`src/hw/rtl/sit_pkg.sv`:
```
`default_nettype none
// ----------------------------------------------------------------------------
// sit_pkg
// Shared widths and word types of the square spiral index to coordinate block.
// ----------------------------------------------------------------------------
package sit_pkg;

   localparam int SIDE_BITS = 16;
   localparam int POS_BITS  = 2 * SIDE_BITS;
   localparam int REM_BITS  = POS_BITS + 1;
   localparam int D_BITS    = SIDE_BITS + 3;

   typedef struct packed {
      logic [SIDE_BITS-1:0] side_length;
      logic [POS_BITS-1:0]  position;
   } req_word_type;

   typedef struct packed {
      logic [SIDE_BITS-1:0] line_number;
      logic [SIDE_BITS-1:0] column_number;
      logic                 valid_res;
   } rsp_word_type;

   typedef struct packed {
      logic                 ok;
      logic [SIDE_BITS-1:0] side;
      logic [POS_BITS-1:0]  pos;
   } item_type;

endpackage
`default_nettype wire

```
`src/hw/rtl/sit_front.sv`:
```
`default_nettype none
// ----------------------------------------------------------------------------
// sit_front
// Registers the request word, squares the side and screens the request.
// ----------------------------------------------------------------------------
module sit_front (
   input  wire logic                  clock,
   input  wire logic                  reset,
   input  wire logic                  advance,
   input  wire logic                  in_valid,
   input  wire sit_pkg::req_word_type in_word,
   output logic                       out_valid,
   output sit_pkg::item_type          out_item
);

   logic                          v1_ff;
   sit_pkg::req_word_type         word1_ff;
   logic [sit_pkg::POS_BITS-1:0]  side_sq1_ff;
   logic [sit_pkg::POS_BITS-1:0]  side_sq1_in;
   logic                          v2_ff;
   sit_pkg::item_type             item2_ff;
   sit_pkg::item_type             item2_in;

   assign side_sq1_in = sit_pkg::POS_BITS'(in_word.side_length) *
                        sit_pkg::POS_BITS'(in_word.side_length);

   always_comb begin
      item2_in.side = word1_ff.side_length;
      item2_in.pos  = word1_ff.position;
      item2_in.ok   = word1_ff.side_length[0] && (word1_ff.position != '0) &&
                      (word1_ff.position <= side_sq1_ff);
   end

   always_ff @(posedge clock) begin
      if (reset) begin
         v1_ff <= 1'b0;
         v2_ff <= 1'b0;
      end else if (advance) begin
         v1_ff <= in_valid;
         v2_ff <= v1_ff;
      end
   end

   always_ff @(posedge clock) begin
      if (advance) begin
         word1_ff    <= in_word;
         side_sq1_ff <= side_sq1_in;
         item2_ff    <= item2_in;
      end
   end

   assign out_valid = v2_ff;
   assign out_item  = item2_ff;

endmodule
`default_nettype wire

```
`src/hw/rtl/sit_isqrt.sv`:
```
`default_nettype none
// ----------------------------------------------------------------------------
// sit_isqrt
// Pipelined exact floor square root of the position, one root bit per stage.
// ----------------------------------------------------------------------------
module sit_isqrt (
   input  wire logic                   clock,
   input  wire logic                   reset,
   input  wire logic                   advance,
   input  wire logic                   in_valid,
   input  wire sit_pkg::item_type      in_item,
   output logic                        out_valid,
   output sit_pkg::item_type           out_item,
   output logic [sit_pkg::SIDE_BITS-1:0] out_root
);

   localparam int STAGES = sit_pkg::SIDE_BITS;

   logic                          v_ff    [STAGES];
   sit_pkg::item_type             item_ff [STAGES];
   logic [sit_pkg::REM_BITS-1:0]  rem_ff  [STAGES];
   logic [sit_pkg::SIDE_BITS-1:0] root_ff [STAGES];

   for (genvar j = 0; j < STAGES; j++) begin : g_stage
      localparam int K = STAGES - 1 - j;

      logic                          v_cur;
      sit_pkg::item_type             item_cur;
      logic [sit_pkg::REM_BITS-1:0]  rem_cur;
      logic [sit_pkg::SIDE_BITS-1:0] root_cur;
      logic [sit_pkg::REM_BITS-1:0]  trial;
      logic                          take;
      logic [sit_pkg::REM_BITS-1:0]  rem_in;
      logic [sit_pkg::SIDE_BITS-1:0] root_in;

      if (j == 0) begin : g_first
         assign v_cur    = in_valid;
         assign item_cur = in_item;
         assign rem_cur  = sit_pkg::REM_BITS'(in_item.pos);
         assign root_cur = '0;
      end else begin : g_next
         assign v_cur    = v_ff[j-1];
         assign item_cur = item_ff[j-1];
         assign rem_cur  = rem_ff[j-1];
         assign root_cur = root_ff[j-1];
      end

      // (root + 2^K)^2 - root^2, with the root clear below bit K.
      always_comb begin
         trial   = (sit_pkg::REM_BITS'(root_cur) << (K + 1)) |
                   (sit_pkg::REM_BITS'(1) << (2 * K));
         take    = (rem_cur >= trial);
         rem_in  = take ? (rem_cur - trial) : rem_cur;
         root_in = root_cur;
         root_in[K] = take;
      end

      always_ff @(posedge clock) begin
         if (reset) begin
            v_ff[j] <= 1'b0;
         end else if (advance) begin
            v_ff[j] <= v_cur;
         end
      end

      always_ff @(posedge clock) begin
         if (advance) begin
            item_ff[j] <= item_cur;
            rem_ff[j]  <= rem_in;
            root_ff[j] <= root_in;
         end
      end
   end

   assign out_valid = v_ff[STAGES-1];
   assign out_item  = item_ff[STAGES-1];
   assign out_root  = root_ff[STAGES-1];

endmodule
`default_nettype wire

```
`src/hw/rtl/sit_place.sv`:
```
`default_nettype none
// ----------------------------------------------------------------------------
// sit_place
// Rounds the root down to odd and turns it into a ring segment and the
// cell's line and column, ending in the response register.
// ----------------------------------------------------------------------------
module sit_place (
   input  wire logic                     clock,
   input  wire logic                     reset,
   input  wire logic                     advance,
   input  wire logic                     in_valid,
   input  wire sit_pkg::item_type        in_item,
   input  wire logic [sit_pkg::SIDE_BITS-1:0] in_root,
   output logic                          out_valid,
   output sit_pkg::rsp_word_type         out_word
);

   localparam int SB = sit_pkg::SIDE_BITS;
   localparam int DB = sit_pkg::D_BITS;

   // First stage: odd root and its square.
   logic                         v1_ff;
   sit_pkg::item_type            item1_ff;
   logic [SB-1:0]                n1_ff;
   logic [SB-1:0]                n1_in;
   logic [sit_pkg::POS_BITS-1:0] nsq1_ff;
   logic [sit_pkg::POS_BITS-1:0] nsq1_in;

   // Second stage: offset into the ring and segment bounds.
   logic          v2_ff;
   logic          ok2_ff;
   logic [DB-1:0] d2_ff, d2_in;
   logic [DB-1:0] t1_2_ff, t1_2_in;
   logic [DB-1:0] t2_2_ff, t2_2_in;
   logic [DB-1:0] t3_2_ff, t3_2_in;
   logic [DB-1:0] t4_2_ff, t4_2_in;
   logic [SB-1:0] lo2_ff, lo2_in;
   logic [SB-1:0] hi2_ff, hi2_in;
   logic [sit_pkg::POS_BITS-1:0] diff_full;

   // Response register.
   logic                  v3_ff;
   sit_pkg::rsp_word_type word3_ff;
   sit_pkg::rsp_word_type word3_in;
   logic [DB-1:0]         diff_a, diff_b, diff_c;

   always_comb begin
      n1_in   = in_root[0] ? in_root : (in_root - SB'(1));
      nsq1_in = sit_pkg::POS_BITS'(n1_in) * sit_pkg::POS_BITS'(n1_in);
   end

   always_comb begin
      diff_full = item1_ff.pos - nsq1_ff;
      d2_in     = diff_full[DB-1:0];
      t1_2_in   = DB'(n1_ff) + DB'(1);
      t2_2_in   = t1_2_in << 1;
      t3_2_in   = t2_2_in + t1_2_in;
      t4_2_in   = t1_2_in << 2;
      lo2_in    = (item1_ff.side >> 1) - (n1_ff >> 1);
      hi2_in    = (item1_ff.side >> 1) + (n1_ff >> 1) + SB'(2);
   end

   always_comb begin
      diff_a = t2_2_ff - d2_ff;
      diff_b = d2_ff - t2_2_ff;
      diff_c = t4_2_ff - d2_ff;
      word3_in.valid_res = ok2_ff;
      priority if (!ok2_ff) begin
         word3_in.line_number   = '0;
         word3_in.column_number = '0;
      end else if (d2_ff == '0) begin
         word3_in.line_number   = hi2_ff - SB'(1);
         word3_in.column_number = hi2_ff - SB'(1);
      end else if (d2_ff <= t1_2_ff) begin
         word3_in.line_number   = hi2_ff;
         word3_in.column_number = hi2_ff - d2_ff[SB-1:0];
      end else if (d2_ff <= t2_2_ff) begin
         word3_in.line_number   = lo2_ff + diff_a[SB-1:0];
         word3_in.column_number = lo2_ff;
      end else if (d2_ff <= t3_2_ff) begin
         word3_in.line_number   = lo2_ff;
         word3_in.column_number = lo2_ff + diff_b[SB-1:0];
      end else begin
         word3_in.line_number   = hi2_ff - diff_c[SB-1:0];
         word3_in.column_number = hi2_ff;
      end
   end

   always_ff @(posedge clock) begin
      if (reset) begin
         v1_ff <= 1'b0;
         v2_ff <= 1'b0;
         v3_ff <= 1'b0;
      end else if (advance) begin
         v1_ff <= in_valid;
         v2_ff <= v1_ff;
         v3_ff <= v2_ff;
      end
   end

   always_ff @(posedge clock) begin
      if (advance) begin
         item1_ff <= in_item;
         n1_ff    <= n1_in;
         nsq1_ff  <= nsq1_in;
         ok2_ff   <= item1_ff.ok;
         d2_ff    <= d2_in;
         t1_2_ff  <= t1_2_in;
         t2_2_ff  <= t2_2_in;
         t3_2_ff  <= t3_2_in;
         t4_2_ff  <= t4_2_in;
         lo2_ff   <= lo2_in;
         hi2_ff   <= hi2_in;
         word3_ff <= word3_in;
      end
   end

   assign out_valid = v3_ff;
   assign out_word  = word3_ff;

endmodule
`default_nettype wire

```
`src/hw/rtl/spiral_index_to_coordinate.sv`:
```
`default_nettype none
// ----------------------------------------------------------------------------
// spiral_index_to_coordinate
// Maps a position along a square spiral to the line and column of its cell.
// ----------------------------------------------------------------------------
// Each request word carries an odd side length and a one-based position along
// the spiral from the grid's center; the response word gives the one-based
// line and column of that cell, or valid_res low with zero coordinates for an
// even side, position zero or a position past side squared. The block takes
// one word every cycle unless a response waits under stall, and passes it
// through two screening stages, sixteen square root stages that each settle
// one root bit, and three placement stages ending in the response register.
// The whole pipeline holds while a response waits under stall, so request
// stall follows response stall whenever a response is pending.
module spiral_index_to_coordinate (
   input  wire logic                  clock,
   input  wire logic                  reset,
   input  wire logic                  req_valid,
   output logic                       req_stall,
   input  wire sit_pkg::req_word_type req_word,
   output logic                       rsp_valid,
   input  wire logic                  rsp_stall,
   output sit_pkg::rsp_word_type      rsp_word
);

   logic                          advance;
   logic                          front_valid;
   sit_pkg::item_type             front_item;
   logic                          root_valid;
   sit_pkg::item_type             root_item;
   logic [sit_pkg::SIDE_BITS-1:0] root_value;

   assign advance   = !(rsp_valid && rsp_stall);
   assign req_stall = !advance;

   sit_front u_front (
      .clock     (clock),
      .reset     (reset),
      .advance   (advance),
      .in_valid  (req_valid),
      .in_word   (req_word),
      .out_valid (front_valid),
      .out_item  (front_item)
   );

   sit_isqrt u_isqrt (
      .clock     (clock),
      .reset     (reset),
      .advance   (advance),
      .in_valid  (front_valid),
      .in_item   (front_item),
      .out_valid (root_valid),
      .out_item  (root_item),
      .out_root  (root_value)
   );

   sit_place u_place (
      .clock     (clock),
      .reset     (reset),
      .advance   (advance),
      .in_valid  (root_valid),
      .in_item   (root_item),
      .in_root   (root_value),
      .out_valid (rsp_valid),
      .out_word  (rsp_word)
   );

endmodule
`default_nettype wire

```
`config.mk`:
```
export PLATFORM = sky130hd
export DESIGN_NAME = spiral_index_to_coordinate
export DESIGN_NICKNAME = d
export VERILOG_FILES = /design/src/hw/rtl/sit_pkg.sv /design/src/hw/rtl/sit_front.sv /design/src/hw/rtl/sit_isqrt.sv /design/src/hw/rtl/sit_place.sv /design/src/hw/rtl/spiral_index_to_coordinate.sv
export SDC_FILE = /design/constraint.sdc
export NUM_CORES = 2
export LEC_CHECK = 0
export ABC_AREA = 1
export BUFFER_PORTS_ARGS = -buffer_cell sky130_fd_sc_hd__buf_2
export CORE_ASPECT_RATIO = 1.2
export CORE_MARGIN = 4
export CORE_UTILIZATION = 35
export DETAILED_ROUTE_END_ITERATION = 16
export PLACE_DENSITY = 0.47
export SYNTH_ARGS = -nofsm -noshare
export SYNTH_HDL_FRONTEND = slang
export SYNTH_HIERARCHICAL = 1
export SYNTH_SLANG_ARGS = --single-unit
export TNS_END_PERCENT = 100
```
`constraint.sdc`:
```
create_clock -name clock -period 38.4 [get_ports clock]
set_input_delay 1.92 -clock clock [delete_from_list [all_inputs] [get_ports clock]]
set_output_delay 1.92 -clock clock [all_outputs]
set_load 0.01 [all_outputs]
```
== Yosys cells after proc, flatten, opt, wreduce, memory -nomap -nowiden ==
Memory sizes are Yosys's and may differ from the RTL's. A register that Yosys moved wholly into a read port is not among the register bits.
Index checks and enable logic that the tools add are counted.

* Memories: 4
* Flip-flop bits (word level): 320
* Input bits: 52
* Bits in writable memories: 1584
* Word-level logic and storage cells: 145

* Bitwise logic cells: 16
* Reductions and logical operators: 7
* Magnitude comparators: 20
* $mul: 2
* Add/subtract/negate cells: 31
* Muxes and demuxes: 42

{| class="wikitable"
|+ Memory list
! name !! words !! width !! rd ports !! clocked after memory_dff !! wr ports !! RTL line !! text
|-
| u_isqrt.item_ff || 16 || 49 || 16 || 1 || 16 || sit_isqrt.sv:20 || <nowiki>sit_pkg::item_type item_ff [STAGES];</nowiki>
|-
| u_isqrt.rem_ff || 16 || 33 || 15 || 0 || 16 || sit_isqrt.sv:21 || <nowiki>logic [sit_pkg::REM_BITS-1:0] rem_ff [STAGES];</nowiki>
|-
| u_isqrt.root_ff || 16 || 16 || 16 || 0 || 16 || sit_isqrt.sv:22 || <nowiki>logic [sit_pkg::SIDE_BITS-1:0] root_ff [STAGES];</nowiki>
|-
| u_isqrt.v_ff || 16 || 1 || 16 || 1 || 16 || sit_isqrt.sv:19 || <nowiki>logic v_ff [STAGES];</nowiki>
|}

{| class="wikitable"
|+ Operators with widths
! cell !! number
|-
| two-way mux 33 bit || 16
|-
| two-way mux 32 bit || 4
|-
| subtractor 16 bit || 5
|-
| greater-or-equal comparator 33 x 17 -> 1 bit || 1
|-
| greater-or-equal comparator 33 x 18 -> 1 bit || 1
|-
| greater-or-equal comparator 33 x 19 -> 1 bit || 1
|-
| greater-or-equal comparator 33 x 20 -> 1 bit || 1
|-
| greater-or-equal comparator 33 x 21 -> 1 bit || 1
|-
| greater-or-equal comparator 33 x 22 -> 1 bit || 1
|-
| greater-or-equal comparator 33 x 23 -> 1 bit || 1
|-
| greater-or-equal comparator 33 x 24 -> 1 bit || 1
|-
| greater-or-equal comparator 33 x 25 -> 1 bit || 1
|-
| greater-or-equal comparator 33 x 26 -> 1 bit || 1
|-
| greater-or-equal comparator 33 x 27 -> 1 bit || 1
|-
| greater-or-equal comparator 33 x 28 -> 1 bit || 1
|-
| greater-or-equal comparator 33 x 29 -> 1 bit || 1
|-
| greater-or-equal comparator 33 x 30 -> 1 bit || 1
|-
| greater-or-equal comparator 33 x 31 -> 1 bit || 1
|-
| subtractor 32 x 31 -> 33 bit, second input constant || 1
|-
| subtractor 33 x 17 -> 33 bit || 1
|-
| subtractor 33 x 18 -> 33 bit || 1
|-
| subtractor 33 x 19 -> 33 bit || 1
|-
| subtractor 33 x 20 -> 33 bit || 1
|-
| subtractor 33 x 21 -> 33 bit || 1
|-
| 32 further kinds || 72
|}

== Longest topological paths before layout ==
* Word-level depth: 6
* Mapped depth: 37
* Depth with buffers taken out: 37

== Hierarchy ==
The synthesis kept the hierarchy.

{| class="wikitable"
|+ By module, submodules not included
! module !! instances !! cells each !! seq. area each (µm²) !! area an instance (µm²)
|-
| sit_isqrt || 1 || 4546 || 35764.3 || 51852.2
|-
| sit_place || 1 || 2455 || 5555.3 || 20539.7
|-
| sit_front || 1 || 1382 || 3853.7 || 12759.7
|-
| spiral_index_to_coordinate || 1 || 2 || 0.0 || 10.0
|}

== Worst setup path after synthesis ==
OpenSTA, ideal clock, no wires.

* Path kind: input to register
* From: in rsp_stall
* To: mem u_isqrt.v_ff[0][0] (data pin)
* Setup time: 0.143 ns
* Data required time: 38.257 ns
* Path slack: 15.239 ns
* Arrival: 23.018 ns
* Stages on the path: 4
* Cells stage by stage: nand2_2 nand2_1 clkbuf_1 nor2_1

{| class="wikitable"
|+ RTL lines
! item !! RTL line !! text
|-
| start: declaration || spiral_index_to_coordinate.sv:22 || <nowiki>input wire logic rsp_stall,</nowiki>
|-
| end: declaration || sit_isqrt.sv:19 ||
|}

==> metrics.yaml <==
hold_path:
  min_path_type: "register to register"
  hold_end: "u_isqrt/item_ff[1][260]"
  hp-start: "u_isqrt/item_ff[1][211]"
  min_delay_path_depth: 0
synth:
  yosys_warnings: 6
  syn-cell-area_sq_mm: 0.07949
  synth_nets: 9092
  syn_area_per_cell_sq_um: 9.698
  syn-instance-count: 8196
routing:
  drc: 0
  vias: 53990
  via_per_inst: 4.703
  routedWlPerCell_microns: 17.66
  routed_wl_mm: 202.7
  postRouteAntennaNets: 0
  first_pass_iters: 9
  drt_first_iter_violations: 2925
cts:
  cts_tree: "yes"
  htree_levels: 4
  clkTransAtPathRegs_ns: 0.06
  clk_latency_ns: 0.80
  clock_path_buffers: 3
  cts_root_buffer: "clkbuf_16"
  clock-sinks: 1317
  cts.repair.resized: 0
  postCtsSetupBuffers: 0
  numCtsBuffers: 149
  cts_hold_buf: 0
sta:
  skew_ns: 0.03408
  max_slew_margin_pct: 25.72
  finalSetupViolations: 0
  worstMarginPinSlew_ns: 1.114
  fmax_ghz: 0.1387
  timing.hold.ws_ns: 0.4026
  finalHoldViolations: 0
  rsz0062_at_grt: "no"
  finalSetupTns_ns: 0
  slew_violations: 0
  min_period_over_period_pct: 18.78
  finalCriticalPeriod_ns: 7.212
run_status:
  outcome: "finished clean"
final_layout:
  layout_common_cells: "nand2_1, inv_1, edfxtp_1"
  drive_above_1_share_pct: 5.643
  syn_to_final_growth_pct: 10.90
  mostFrequentLayoutCell: "nand2_1"
  nets: 9266
setup_path:
  reg2regPathDepth: 31
  r2r_end: "u_place/nsq1_ff[18]"
  r2r-start: "u_isqrt/root_ff[1][112]"
  r2r_setup_slack_ns: 31.19
  setup.worst_path.end_class: "register"
  crit_type: "register to register"
  start_kind: "register"
  cp_data_required_time_ns: 38.93
  max_stage_delay_ns: 0.56
  cpMostUsedCell: "nand2_1"
  critPathSlowestCell: "fa_1"
  cp_max_fo: 11
  arrival_ns: 7.74
power:
  total_power_mw: 8.215
  peakVddDrop_mv: 0.2176
  power_leakage_nw: 41.48
  p_per_area_mw_per_mm2: 93.20
global_route:
  grt_start_max_net_pins: 177
  grt_pass1_wl_mm: 316.9
  grt_overflow: 0
  grt_use_total_pct: 17.27
  antenna_found_initial: 1
  grt_pass1_vias: 56110
placed_design:
  portBuffers: 86
  place_congestion: 0.8988
  dp_hpwl_mm: 159.3
run:
  drv_cap: 0
floorplanning:
  start_util_pct: 35.20
  die_y_microns: 530.0
  rows: 191
  pin_count: 87
  die-area_sq_mm: 0.2348
  core_sq_mm: 0.2258
  die_w_microns: 443.0
==> critical path: cells and delay by family, from the launching register on <==
kind	cells	cell delay (ns)
DFF	1	0.42
buffers and inverters	6	0.71
and+or+nand+nor	15	1.65
adders and majority gates	8	3.64
AOI/OAI and AO/OA	2	0.52
==> through the flow <==
step	util, %	area, sq um	std cells	setup WS [ns]
floorplan	-	79490	8196	17.84
global placement	36.93	83390	11210	30.75
detailed placement	36.93	83390	11210	30.79
CTS	39.03	88150	11480	31.19
global route	39.03	88150	11480	30.76
finish	39.03	88150	11480	31.19
==> layout make-up <==
| type | count | area (sq um) |
|---|---|---|
| sequential | 1317 | 39500 |
| timing repair buffer | 108 | 620.6 |
| clock inverter | 90 | 819.5 |
| multi-input combinational | 5220 | 33620 |
| tap | 2991 | 3742 |
| inverter | 1574 | 5913 |
| antenna | 1 | 2.502 |
| clock buffer | 179 | 3936 |
| fill | 22500 | 137700 |
==> worst max-delay path by stage <==
stage | start | to | slack, ns | cells after the start
global route | u_isqrt/root_ff[1][112] | u_place/nsq1_ff[18] | 30.76 | 32
CTS | u_isqrt/root_ff[1][112] | u_place/nsq1_ff[18] | 31.19 | 31
detailed placement | req_word[36] | u_front/side_sq1_ff[28] | 30.79 | 20
floorplan | rsp_stall | u_isqrt/v_ff[0][0] | 17.84 | 4
finish | u_isqrt/root_ff[1][112] | u_place/nsq1_ff[18] | 31.19 | 31
global placement | req_word[36] | u_front/side_sq1_ff[28] | 30.75 | 20
==> flip-flops by register name (all words and copies together), names as in the netlist, 15 cells and up <==
name	cells
u_place/nsq1_ff	16
u_place/out_word	33
u_isqrt/v_ff	16
u_place/hi2_ff	15
u_isqrt/root_ff	136
u_place/item1_ff	35
u_front/item2_in	48
u_isqrt/item_ff	596
u_isqrt/rem_ff	255
u_front/side_sq1_ff	30
u_place/lo2_ff	16
u_front/out_item	48
u_place/d2_ff	19
u_place/n1_ff	15
u_place/t1_2_ff	16
u_place/t3_2_ff	17
==> metal layers <==
metal | global-route usage, % | share of wire, %
met2 | 32.23 | 52
met4 | 6.322 | 3.5
met3 | 2.135 | 2.9
met1 | 20.25 | 42
met5 | 0 | 0
==> report_power, final <==
group	internal (mW)	leakage [nW]	switching, mW	total (mW)
registers	2.06	13.8	0.234	2.29
logic	1.68	25.4	2.86	4.54
clock network	0.791	2.30	0.591	1.38
(Power assumes the default switching activity.)
